<file path="src/sv/arx_block_cipher_128_defines.svh">
// assertion macros shared by the cipher rtl
// no dependencies; included by the files that carry assertions
`ifndef ARX_BLOCK_CIPHER_128_DEFINES_SVH
`define ARX_BLOCK_CIPHER_128_DEFINES_SVH

`ifndef SYNTH
`define ARXBC_ASSERT_SAME(lbl, ante, cons) \
    lbl: assert property (@(posedge i_clk) disable iff (!i_rst_n) (ante) |-> (cons)) \
        else $error("arxbc assertion failed");
`define ARXBC_ASSERT_NEXT(lbl, ante, cons) \
    lbl: assert property (@(posedge i_clk) disable iff (!i_rst_n) (ante) |=> (cons)) \
        else $error("arxbc assertion failed");
`else
`define ARXBC_ASSERT_SAME(lbl, ante, cons)
`define ARXBC_ASSERT_NEXT(lbl, ante, cons)
`endif

`endif

</file>
<file path="src/sv/arxbc_pkg.sv">
// types, constants and rotate helpers for the arx block cipher
// no dependencies; used by every module of the block
package arxbc_pkg;

    localparam int WORD_W    = 64;
    localparam int CFG_IDX_W = 2;

    typedef logic [WORD_W-1:0] t_word;

    localparam logic [5:0] ROT_X   = 6'd3;
    localparam logic [5:0] ROT_Y   = 6'd5;
    localparam logic [5:0] ROT_MIX = 6'd1;

    localparam logic [CFG_IDX_W-1:0] CFG_KEY_FIRST  = 2'd0;
    localparam logic [CFG_IDX_W-1:0] CFG_KEY_SECOND = 2'd1;
    localparam logic [CFG_IDX_W-1:0] CFG_CONST_P    = 2'd2;
    localparam logic [CFG_IDX_W-1:0] CFG_CONST_Q    = 2'd3;

    localparam logic KIND_ENC = 1'b0;
    localparam logic KIND_DEC = 1'b1;

    typedef struct packed {
        logic  valid;
        logic  kind;
        t_word x;
        t_word y;
    } t_cell;

    function automatic t_word rot_l(input t_word x, input logic [5:0] r);
        logic [6:0] back;
        back = 7'd64 - {1'b0, r};
        return (x << r) | (x >> back);
    endfunction

    function automatic t_word rot_r(input t_word x, input logic [5:0] r);
        logic [6:0] back;
        back = 7'd64 - {1'b0, r};
        return (x >> r) | (x << back);
    endfunction

endpackage

</file>
<file path="src/sv/arxbc_round_cell.sv">
// one round cell of the cipher chain, encrypt or inverse round per beat
// depends on arxbc_pkg
module arxbc_round_cell (
    input  logic             i_clk,
    input  logic             i_rst_n,
    input  logic             i_en,
    input  arxbc_pkg::t_word i_enc_k0,
    input  arxbc_pkg::t_word i_enc_k1,
    input  arxbc_pkg::t_word i_dec_k0,
    input  arxbc_pkg::t_word i_dec_k1,
    input  arxbc_pkg::t_cell i_cell,
    output arxbc_pkg::t_cell o_cell
);

    arxbc_pkg::t_cell r_cell;
    arxbc_pkg::t_word w_enc_x, w_enc_y, w_dec_x, w_dec_y;

    assign w_enc_x = arxbc_pkg::rot_r(i_cell.x ^ i_cell.y, arxbc_pkg::ROT_X) ^ i_enc_k0;
    assign w_enc_y = arxbc_pkg::rot_l(i_cell.y ^ w_enc_x, arxbc_pkg::ROT_Y) ^ i_enc_k1;
    assign w_dec_y = arxbc_pkg::rot_r(i_cell.y ^ i_dec_k1, arxbc_pkg::ROT_Y) ^ i_cell.x;
    assign w_dec_x = arxbc_pkg::rot_l(i_cell.x ^ i_dec_k0, arxbc_pkg::ROT_X) ^ w_dec_y;

    always_ff @(posedge i_clk) begin
        if (!i_rst_n) begin
            r_cell.valid <= 1'b0;
        end else if (i_en) begin
            r_cell.valid <= i_cell.valid;
            r_cell.kind  <= i_cell.kind;
            if (i_cell.kind == arxbc_pkg::KIND_DEC) begin
                r_cell.x <= w_dec_x;
                r_cell.y <= w_dec_y;
            end else begin
                r_cell.x <= w_enc_x;
                r_cell.y <= w_enc_y;
            end
        end
    end

    assign o_cell = r_cell;

endmodule
</file>
<file path="config.mk">
export PLATFORM = sky130hd
export DESIGN_NAME = arxbc_round_cell
export DESIGN_NICKNAME = d
export VERILOG_FILES = /design/src/sv/arx_block_cipher_128_defines.svh /design/src/sv/arxbc_pkg.sv /design/src/sv/arxbc_round_cell.sv
export SDC_FILE = /design/constraint.sdc
export NUM_CORES = 1
export LEC_CHECK = 0
export BUFFER_PORTS_ARGS = -buffer_cell sky130_fd_sc_hd__buf_4
export CAP_MARGIN = 20
export CELL_PAD_IN_SITES_DETAIL_PLACEMENT = 1
export CELL_PAD_IN_SITES_GLOBAL_PLACEMENT = 1
export CORE_AREA = 2 2 202 204
export CTS_CLUSTER_SIZE = 20
export DETAILED_ROUTE_END_ITERATION = 6
export DIE_AREA = 0 0 204 206
export GPL_TIMING_DRIVEN = 0
export PLACE_DENSITY = 0.65
export SYNTH_ARGS = -nofsm -noshare
export SYNTH_HDL_FRONTEND = slang
export SYNTH_SLANG_ARGS = --single-unit
</file>
<file path="constraint.sdc">
create_clock -name i_clk -period 10.3 [get_ports i_clk]
set_clock_uncertainty 0.15 [all_clocks]
set_input_delay 0.515 -clock i_clk [delete_from_list [all_inputs] [get_ports i_clk]]
set_output_delay 0.515 -clock i_clk [all_outputs]
set_load 0.02 [all_outputs]
</file>
# Word level (Yosys, flattened, before mapping)
# Cells that the tools add are included.
# word_totals
regBits	130
latch_bits	0
ramBits	0
romBits	0
inputBits	389
output_inout_bits	130
elab_cells	18
mem_count	0
# classes
add_sub_neg	0
n_mul	0
div_mod_pow	0
order_cmp	0
eq_ne	0
shift	0
mux	1
n_bitwise	12
n_reduce_logical	1
# ops
cell	count
bitwise XOR 64 bit	8
2-to-1 mux 128 bit	1
OR 59 x 64 -> 64 bit	1
OR 61 x 64 -> 64 bit	1
OR 64 x 3 -> 64 bit	1
OR 64 x 5 -> 64 bit	1
AND reduction 2 bit	1

# Logic depth before layout (Yosys ltp)
# Gate-level depths: netlist (run 1).
# logic_depth
word_depth	7
depth_mapped	3
ltp_nobuf	3

# Worst setup path after synthesis (run 1)
# Ideal clock, no wire load.
# synth_timing
path_kind	input to register
from	input port i_en
to	register r_cell, in the netlist o_cell[0] (enable)
setup_ns	0.503
arrival_ns	3.470
required_ns	9.647
path_slack_ns	6.177
stages	1
n_path_buf	0
cell_sequence	and2_1
# synth_via
elab_chain_len	1
# synth_rtl
element	line	text
start: declaration	arxbc_round_cell.sv:6	input logic i_en,
AND reduction 2 bit (no source line)	--	
end: declaration	arxbc_round_cell.sv:15	arxbc_pkg::t_cell r_cell;
# No other way between the ends.
# A chain may end at the register's enable or synchronous reset.

# Worst setup path in the final report (run 1)
# layout_timing
from	input port i_cell[128] (netlist name)
to	register r_cell, in the netlist o_cell[74], data pin
# layout_via
elab_chain_len	1
# layout_rtl
element	line	text
start: declaration	arxbc_round_cell.sv:11	input arxbc_pkg::t_cell i_cell,
2-to-1 mux 128 bit	arxbc_round_cell.sv:29	if (i_cell.kind == arxbc_pkg::KIND_DEC) begin
# No other way between the ends.

==> run_results.csv, run 1 <==
group,metric,value,unit
global_routing,grt_pass1_wl,55.4,mm
finish,final_core_util,38.9,%
global_routing,gr-usage-all-layers,18.4,%
floorplanning,die-height,206,um
synthesis,syn_area,10400,um2
timing,whs,0.141,ns
setup_path,crit_required,10.39,ns
setup_path,r2r_setup_slack,9.56,ns
timing,setup_violations,0,
global_routing,grt_overflow_total,0,
clock_tree,clock_latency,0.43,ns
finish,largest_reg_flops,130,
detailed_routing,drt_iter0_drc,246,
timing,max_slew_margin,51.0,%
setup_path,reg2reg_to,"o_cell[129]",
global_routing,grt_pass1_vias,8311,
timing,tightestPinTransition,0.735,ns
clock_tree,postCtsSetupRepairBufs,0,
setup_path,slowest_delay,0.56,ns
setup_path,worstSetupPathType,"in2reg",
setup_path,path_cells,"buf_4 > clkbuf_1 > buf_2 > mux2i_1",
run_status,status,"completed",
timing,fin_tns_setup,0,ns
placement,numPortBuffers,518,
setup_path,cpMaxStageDelayCell,"clkbuf_1",
hold_path,whs_path_depth,1,
finish,drive_above_1_share,46.6,%
timing,finalMaxSlewViolations,0,
timing,fin_crit_sh,18.6,%
setup_path,end_kind,"flop",
placement,dp_slack,7.83,ns
clock_tree,clock_sink_count,130,
detailed_routing,routed_wl,39.7,mm
placement,place.gp.congestion,0.867,
detailed_routing,route.detailed.drc,0,
timing,rsz0062_at_grt,"no",
run,drv_cap,0,
finish,num-nets-final,1587,
synthesis,syn-num-nets,1048,
timing,max_clock_freq,0.521,GHz
clock_tree,cts_buffers,17,
floorplanning,die_x,204,um
clock_tree,cts_tree,"done",
synthesis,synth_seq_cells,130,
global_routing,antenna_found_initial,0,
detailed_routing,vias,7476,
setup_path,reg2reg_depth,2,
floorplanning,core_area,40200,um2
floorplanning,pin_count,519,
timing,hold_viol,0,
timing,setup_ws,8.38,ns
power,p_leak,7.39,nW
synthesis,syn_avg_cell_area,15.8,um2
detailed_routing,drtAntennaViolNets,0,
hold_path,hold_path_class,"in2reg",
clock_tree,path_clk_slew,0.06,ns
synthesis,yosys_warnings,0,
setup_path,cp_max_fo,10,
hold_path,holdPathEnd,"o_cell[128]",
hold_path,min_from,"i_cell[128]",
finish,fill_cells,4405,
timing,min_period,1.92,ns
clock_tree,clock_path_buffers,2,
clock_tree,holdBufCountCts,0,
setup_path,cp_data_arrival_time,2.01,ns
clock_tree,h-tree-depth,4,
synthesis,synth_cell_type_count,10,
finish,synthToLayoutAreaGrowth,50.5,%
setup_path,cp-start-kind,"primary input",
floorplanning,initial_utilization,25.9,%
global_routing,grt_max_degree,63,
finish,n_antenna_cell,0,
floorplanning,dieArea,42000,um2
floorplanning,rows,74,
power,p_per_area,141,nW/um2
placement,dpl.hpwl,33.5,mm
detailed_routing,via_per_inst,4.29,
detailed_routing,wire_per_inst,22.8,um
power,ir_worst_vdd,96.2,uV
setup_path,reg2reg_from,"o_cell[129]",
detailed_routing,first_pass_iters,4,
synthesis,syn_inst,659,
synthesis,seq_area_frac_synth,37.5,%
clock_tree,cts-root-buf,"clkbuf_16",
clock_tree,ctsResizeCount,0,
## power breakdown
| group | leakage [nW] | internal [mW] | switching, mW |
|---|---|---|---|
| sequential | 1.22 | 0.675 | 0.0184 |
| combinational | 5.86 | 0.448 | 0.381 |
| clock | 0.310 | 0.429 | 0.256 |
| total | 7.39 | 1.55 | 0.656 |
## area by class of cell
type | instances | area (um2) | area share [%]
Clock buffer | 18 | 429 | 2.74
Multi-Input combinational cell | 515 | 6430 | 41.1
Clock inverter | 14 | 210 | 1.34
Tap cell | 532 | 666 | 4.25
Buffer | 14 | 68.8 | 0.440
Timing Repair Buffer | 520 | 3940 | 25.2
Sequential cell | 130 | 3890 | 24.9
## kinds of logic (layout without fill, tap and decap cells)
group	Yosys count	count (layout)	synth area share, %
flops	130	130	37.5
buf+inv	14	566	0.662
mux	129	129	12.4
simple gates	2	2	0.120
xor+xnor	384	384	49.3
## stage by stage
stage	instance area, um2	power [mW]	std cells
finish	15600	2.21	1743
global route	15600	2.30	1743
CTS	15600	2.25	1743
detailed placement	15000	1.54	1711
global placement	14900	1.53	1709
floorplan	10400	1.19	659
## metal layers
layer	GRT usage, %	vias to the layer above	share of wire (%)
li1	-	3458	-
met1	21.7	3686	39
met2	33.0	302	51
met3	4.53	30	7.5
met4	5.87	0	1.8
met5	0	-	0
## cells in the final DEF, fill, tap and decap left out, drive strengths merged
cell type  Yosys  final
clkinv         0      6
nor2b          1      1
buf           13    533
edfxtp       129    129
xnor2        256    256
mux2i        129    129
and2           1      1
bufinv         0      5
clkinvlp       0      1
dfxtp          1      1
clkbuf         1     19
inv            0      2
xnor3        128    128
## synth_stat cells
| cell | count | area share (%) |
|---|---|---|
| xnor3_2 | 1 | 0.23 |
| xnor3_1 | 127 | 28 |
| and2_1 | 1 | 0.060 |
| buf_2 | 13 | 0.63 |
| dfxtp_1 | 1 | 0.19 |
| clkbuf_1 | 1 | 0.036 |
| mux2i_1 | 129 | 12 |
| edfxtp_1 | 129 | 37 |
| nor2b_1 | 1 | 0.060 |
| xnor2_1 | 256 | 22 |
## critical path, delay by kind of cell
family,cells,cell delay [ns]
muxes,1,0.33
buffers and inverters,3,1.14
## worst max-delay path by stage
stage,startpoint,endpoint,slack [ns]
6_report,i_cell[128],o_cell[74],8.38
5_1_grt,i_cell[128],o_cell[74],8.19
4_1_cts,i_cell[128],o_cell[74],8.26
3_5_place_dp,i_cell[128],o_cell[74],7.83
3_3_place_gp,i_rst_n,o_cell[21],4.22
2_1_floorplan,i_en,o_cell[0],6.18
No activity file was read; power rests on OpenSTA's default activity.
==> inputs of run 2 (changes only) <==
--- a/config.mk
+++ b/config.mk
@@ -9,12 +9,12 @@
 export CAP_MARGIN = 20
 export CELL_PAD_IN_SITES_DETAIL_PLACEMENT = 1
 export CELL_PAD_IN_SITES_GLOBAL_PLACEMENT = 1
-export CORE_AREA = 2 2 202 204
+export CORE_AREA = 2 2 203 205
 export CTS_CLUSTER_SIZE = 20
 export DETAILED_ROUTE_END_ITERATION = 6
-export DIE_AREA = 0 0 204 206
+export DIE_AREA = 0 0 205 207
 export GPL_TIMING_DRIVEN = 0
-export PLACE_DENSITY = 0.65
+export PLACE_DENSITY = 0.67
 export SYNTH_ARGS = -nofsm -noshare
 export SYNTH_HDL_FRONTEND = slang
 export SYNTH_SLANG_ARGS = --single-unit
==> constraint.sdc (replaced) <==
create_clock -name i_clk -period 1.6 [get_ports i_clk]
set_clock_uncertainty 0.15 [all_clocks]
set_input_delay 0.08 -clock i_clk [delete_from_list [all_inputs] [get_ports i_clk]]
set_output_delay 0.08 -clock i_clk [all_outputs]
set_load 0.02 [all_outputs]
==> run_results.csv, run 2 (synthesis gave the netlist of run 1 again) <==
group,metric,value,unit
finish,final_cell_mix,"524 x buf_4, 256 x xnor2_1, 129 x mux2i_1, 129 x edfxtp_1, 127 x xnor3_1",
timing,max_slew_margin,50.2,%
detailed_routing,drt_iter0_drc,298,
finish,final_core_util,41.6,%
global_routing,gr-usage-all-layers,19.2,%
floorplanning,pin_count,519,
clock_tree,cts_tree,"done",
finish,synthToLayoutAreaGrowth,61.4,%
clock_tree,clock_latency,0.42,ns
floorplanning,rows,74,
detailed_routing,wire_per_inst,22.0,um
hold_path,hold_path_class,"in2reg",
floorplanning,core_area,40400,um2
placement,dpl.cell_count,1711,
timing,whs,0.000816,ns
global_routing,grt_pass1_wl,58.8,mm
global_routing,antenna_found_initial,0,
clock_tree,path_clk_slew,0.06,ns
placement,dpl.hpwl,33.5,mm
global_routing,grt_pass1_vias,9189,
global_routing,grt_overflow_total,0,
setup_path,cp_data_arrival_time,1.64,ns
detailed_routing,vias,7969,
run_status,failed_checks,"negative setup slack",
detailed_routing,route.detailed.drc,0,
clock_tree,clock_path_buffers,2,
placement,numPortBuffers,518,
finish,num-nets-final,1712,
setup_path,cp_max_fo,2,
clock_tree,cts_buffers,17,
finish,final_common_cell,"buf_4",
floorplanning,initial_utilization,25.7,%
timing,fin_crit_sh,101,%
floorplanning,dieArea,42400,um2
timing,hold_viol,0,
detailed_routing,first_pass_iters,4,
setup_path,end_kind,"flop",
floorplanning,die_x,205,um
timing,finalMaxSlewViolations,0,
detailed_routing,routed_wl,41.1,mm
finish,drive_above_1_share,42.3,%
run_status,status,"finished, violations left",
setup_path,worstSetupPathType,"in2reg",
detailed_routing,drtAntennaViolNets,0,
global_routing,grt_max_degree,64,
timing,setup_violations,3,
finish,largest_reg_flops,130,
run,drv_cap,0,
setup_path,cp-start-kind,"primary input",
timing,fin_tns_setup,-0.0360,ns
setup_path,crit_required,1.62,ns
timing,min_period,1.62,ns
power,p_leak,7.87,nW
finish,design_area,16800,um2
timing,setup_ws,-0.0160,ns
timing,max_clock_freq,0.619,GHz
power,p_per_area,833,nW/um2
clock_tree,clock_sink_count,130,
clock_tree,h-tree-depth,4,
clock_tree,cts-root-buf,"clkbuf_16",
power,ir_worst_vdd,639,uV
placement,placed_area,15000,um2
placement,place.gp.congestion,0.908,
timing,tightestPinTransition,0.747,ns
detailed_routing,via_per_inst,4.27,
floorplanning,die-height,207,um
finish,n_antenna_cell,0,
finish,fill_cells,4331,
finish,finalNonFillerCells,1866,
run 2: cell type report:
class / count / area (um2) / share of cell area [%]
Buffer: 14 / 73.8 / 0.440
Clock buffer: 21 / 440 / 2.63
Clock inverter: 9 / 91.3 / 0.544
Multi-Input combinational cell: 515 / 6430 / 38.3
Sequential cell: 130 / 3890 / 23.2
Tap cell: 532 / 666 / 3.97
Timing Repair Buffer: 645 / 5180 / 30.9
run 2: worst max-delay path, stage by stage:
cell and delay, ns:
dlygate4sd3_1 0.54, buf_4 0.14, xnor3_1 0.23, mux2i_1 0.08
dlygate4sd3_1 0.56
run 2: repair_timing:
action                                  4_1_cts  5_1_grt
endpoints found under the setup margin        0        9
resized for setup                             0        2
endpoints found under the hold margin        98        0
buffers inserted                              0        6
hold buffers                                125        0
run 2: path summary, 6_finish.rpt:
path	start	to	slack [ns]	cells after the start
setup / recovery	i_enc_k0[63]	o_cell[127]	-0.02	5
hold / removal	i_enc_k1[5]	o_cell[5]	0.0008	4
setup reg to reg	o_cell[129]	o_cell[129]	0.27	3
hold reg to reg	o_cell[129]	o_cell[129]	0.96	3
run 2: power by group:
group	switching, mW	internal, mW
logic	2.57	3.14
registers	0.115	4.35
clock network	1.55	2.25
run 2: through the flow:
step                total power [mW]  setup slack (ns)
finish                          14.0           -0.0160
global route                    14.6           -0.0319
CTS                             14.2            0.0184
detailed placement              9.93            -0.387
global placement                9.86            -0.642
floorplan                       7.62           0.00980
run 2: layer usage:
| metal | track usage [%] | wire length (um) | up-vias | share of wire, % |
|---|---|---|---|---|
| met4 | 7.52 | 1230 | 0 | 3.0 |
| met2 | 34.1 | 21000 | 337 | 51 |
| met5 | 0 | 0 | - | 0 |
| met3 | 4.63 | 2830 | 47 | 6.9 |
| met1 | 22.0 | 16100 | 3883 | 39 |
| li1 | - | - | 3702 | - |
==> inputs of run 3 (changes only) <==
--- a/config.mk
+++ b/config.mk
@@ -14,7 +14,7 @@
 export DETAILED_ROUTE_END_ITERATION = 6
 export DIE_AREA = 0 0 205 207
 export GPL_TIMING_DRIVEN = 0
-export PLACE_DENSITY = 0.67
+export PLACE_DENSITY = 0.64
 export SYNTH_ARGS = -nofsm -noshare
 export SYNTH_HDL_FRONTEND = slang
 export SYNTH_SLANG_ARGS = --single-unit
==> run_results.csv, run 3 (synthesis gave the netlist of run 1 again) <==
group,metric,value,unit
timing,max_slew_margin,54.1,%
global_routing,grt_max_degree,52,
timing,whs,0.00720,ns
placement,dpl.hpwl,33.9,mm
setup_path,end_kind,"flop",
timing,fin_crit_sh,99.7,%
finish,design_area,16900,um2
finish,n_antenna_cell,0,
floorplanning,initial_utilization,25.7,%
setup_path,slowest_delay,0.55,ns
detailed_routing,first_pass_iters,4,
clock_tree,cts_buffers,17,
clock_tree,clock_path_buffers,2,
finish,num-nets-final,1717,
floorplanning,rows,74,
clock_tree,cts_tree,"done",
finish,synthToLayoutAreaGrowth,62.2,%
clock_tree,cts-root-buf,"clkbuf_16",
global_routing,grt_overflow_total,0,
detailed_routing,wire_per_inst,22.2,um
clock_tree,clock_latency,0.43,ns
floorplanning,core_area,40400,um2
floorplanning,dieArea,42400,um2
power,power,14.0,mW
hold_path,min_from,"i_dec_k0[45]",
setup_path,cp-start-kind,"primary input",
timing,setup_violations,0,
setup_path,r2r_setup_slack,0.29,ns
power,p_leak,7.90,nW
setup_path,reg2reg_depth,3,
setup_path,crit_top_cell,"dlygate4sd3_1",
floorplanning,pin_count,519,
timing,finalMaxSlewViolations,0,
power,p_int,9.74,mW
power,p_per_area,831,nW/um2
setup_path,reg2reg_to,"o_cell[129]",
setup_path,cp_data_arrival_time,1.63,ns
power,clock_power_share,27.5,%
global_routing,gr-usage-all-layers,19.4,%
finish,final_cell_mix,"521 x buf_4, 256 x xnor2_1, 129 x mux2i_1, 129 x edfxtp_1, 127 x xnor3_1",
global_routing,grt_pass1_vias,9077,
setup_path,crit_buf_inv,3,
run,drv_cap,0,
placement,dp_slack,-0.366,ns
clock_tree,clock_sink_count,130,
timing,setup_ws,0.00446,ns
finish,final_common_cell,"buf_4",
setup_path,crit_required,1.63,ns
hold_path,whs_path_depth,4,
timing,min_period,1.60,ns
finish,largest_reg_flops,130,
detailed_routing,vias,7991,
clock_tree,h-tree-depth,4,
timing,hold_viol,0,
floorplanning,die_x,205,um
run_status,status,"completed",
setup_path,worstSetupPathType,"in2reg",
power,power_frac_seq,31.8,%
detailed_routing,route.detailed.drc,0,
detailed_routing,via_per_inst,4.27,
setup_path,reg2reg_from,"o_cell[129]",
clock_tree,path_clk_slew,0.06,ns
finish,drive_above_1_share,42.1,%
hold_path,holdPathEnd,"o_cell[112]",
setup_path,crit_family,"buffers and inverters",
timing,max_clock_freq,0.627,GHz
detailed_routing,drt_iter0_drc,280,
power,ir_worst_vdd,675,uV
timing,tightestPinTransition,0.688,ns
global_routing,grt_pass1_wl,59.9,mm
floorplanning,die-height,207,um
power,swShare,30.4,%
global_routing,antenna_found_initial,0,
detailed_routing,drtAntennaViolNets,0,
power,share_comb_of_total_power,40.7,%
setup_path,cp_max_fo,2,
finish,multi_input_area,6430,um2
finish,fill_cells,4356,
setup_path,path_cells,"dlygate4sd3_1 > buf_4 > xnor3_1 > mux2i_1 > dlygate4sd3_1",
placement,numPortBuffers,518,
setup_path,cpMaxStageDelayCell,"dlygate4sd3_1",
placement,placed_area,15000,um2
finish,regArea,3890,um2
power,p_switching,4.27,mW
placement,place.gp.congestion,0.899,
detailed_routing,routed_wl,41.6,mm
hold_path,hold_path_class,"in2reg",
[run 3: power by group through the flow]
| stage | sequential [mW] | clock, mW | combinational (mW) |
|---|---|---|---|
| global route | 4.49 | 4.13 | 6.06 |
| detailed placement | 4.52 | 0 | 5.40 |
| floorplan | 5.01 | 0 | 2.61 |
| CTS | 4.45 | 4.00 | 5.76 |
| finish | 4.45 | 3.86 | 5.70 |
| global placement | 4.52 | 0 | 5.34 |
[run 3: per-stage QoR]
stage / instances / TNS [ns] / utilization, %
after floorplan: 659 / 0 / -
after global placement: 1709 / -103.55 / 37.0
after detailed placement: 1711 / -25.35 / 37.2
after CTS: 1873 / 0 / 41.8
after global routing: 1873 / -0.00228 / 41.8
final: 1873 / 0 / 41.8
[run 3: worst max-delay path by stage]
stage               slack [ns]  depth (start not counted)     endpoint    startpoint
floorplan                 0.01                          1    o_cell[0]       i_rst_n
global placement         -0.66                          2   o_cell[72]          i_en
detailed placement       -0.37                          4  o_cell[101]   i_cell[128]
CTS                       0.02                          5  o_cell[121]  i_enc_k0[57]
global route            -0.002                          5  o_cell[124]  i_enc_k0[60]
finish                   0.004                          5  o_cell[122]  i_enc_k0[58]
[run 3: routing by layer]
layer	vias up	wire, um	global-route usage, %
li1	3714	-	-
met1	3930	16200	22.5
met2	309	21800	35.4
met3	38	2760	4.55
met4	0	755	5.38
met5	-	0	0
[run 3: cell type report]
| class | instances | share of cell area [%] |
|---|---|---|
| Multi-Input combinational cell | 515 | 38.2 |
| Timing Repair Buffer | 650 | 31.1 |
| Sequential cell | 130 | 23.1 |
| Tap cell | 532 | 3.95 |
| Clock buffer | 19 | 2.57 |
| Clock inverter | 13 | 0.705 |
| Buffer | 14 | 0.438 |
[run 3: tightest hold or removal path, cell delays in order]
cell and delay (ns):
buf_4 0.09, xnor2_1 0.12, xnor2_1 0.06, mux2i_1 0.11
[run 3: timing repair]
item,CTS,global route
setup endpoints to repair,0,6
resized for setup,0,3
hold buffers,130,0
setup buffers,0,3
endpoints found under the hold margin,95,0
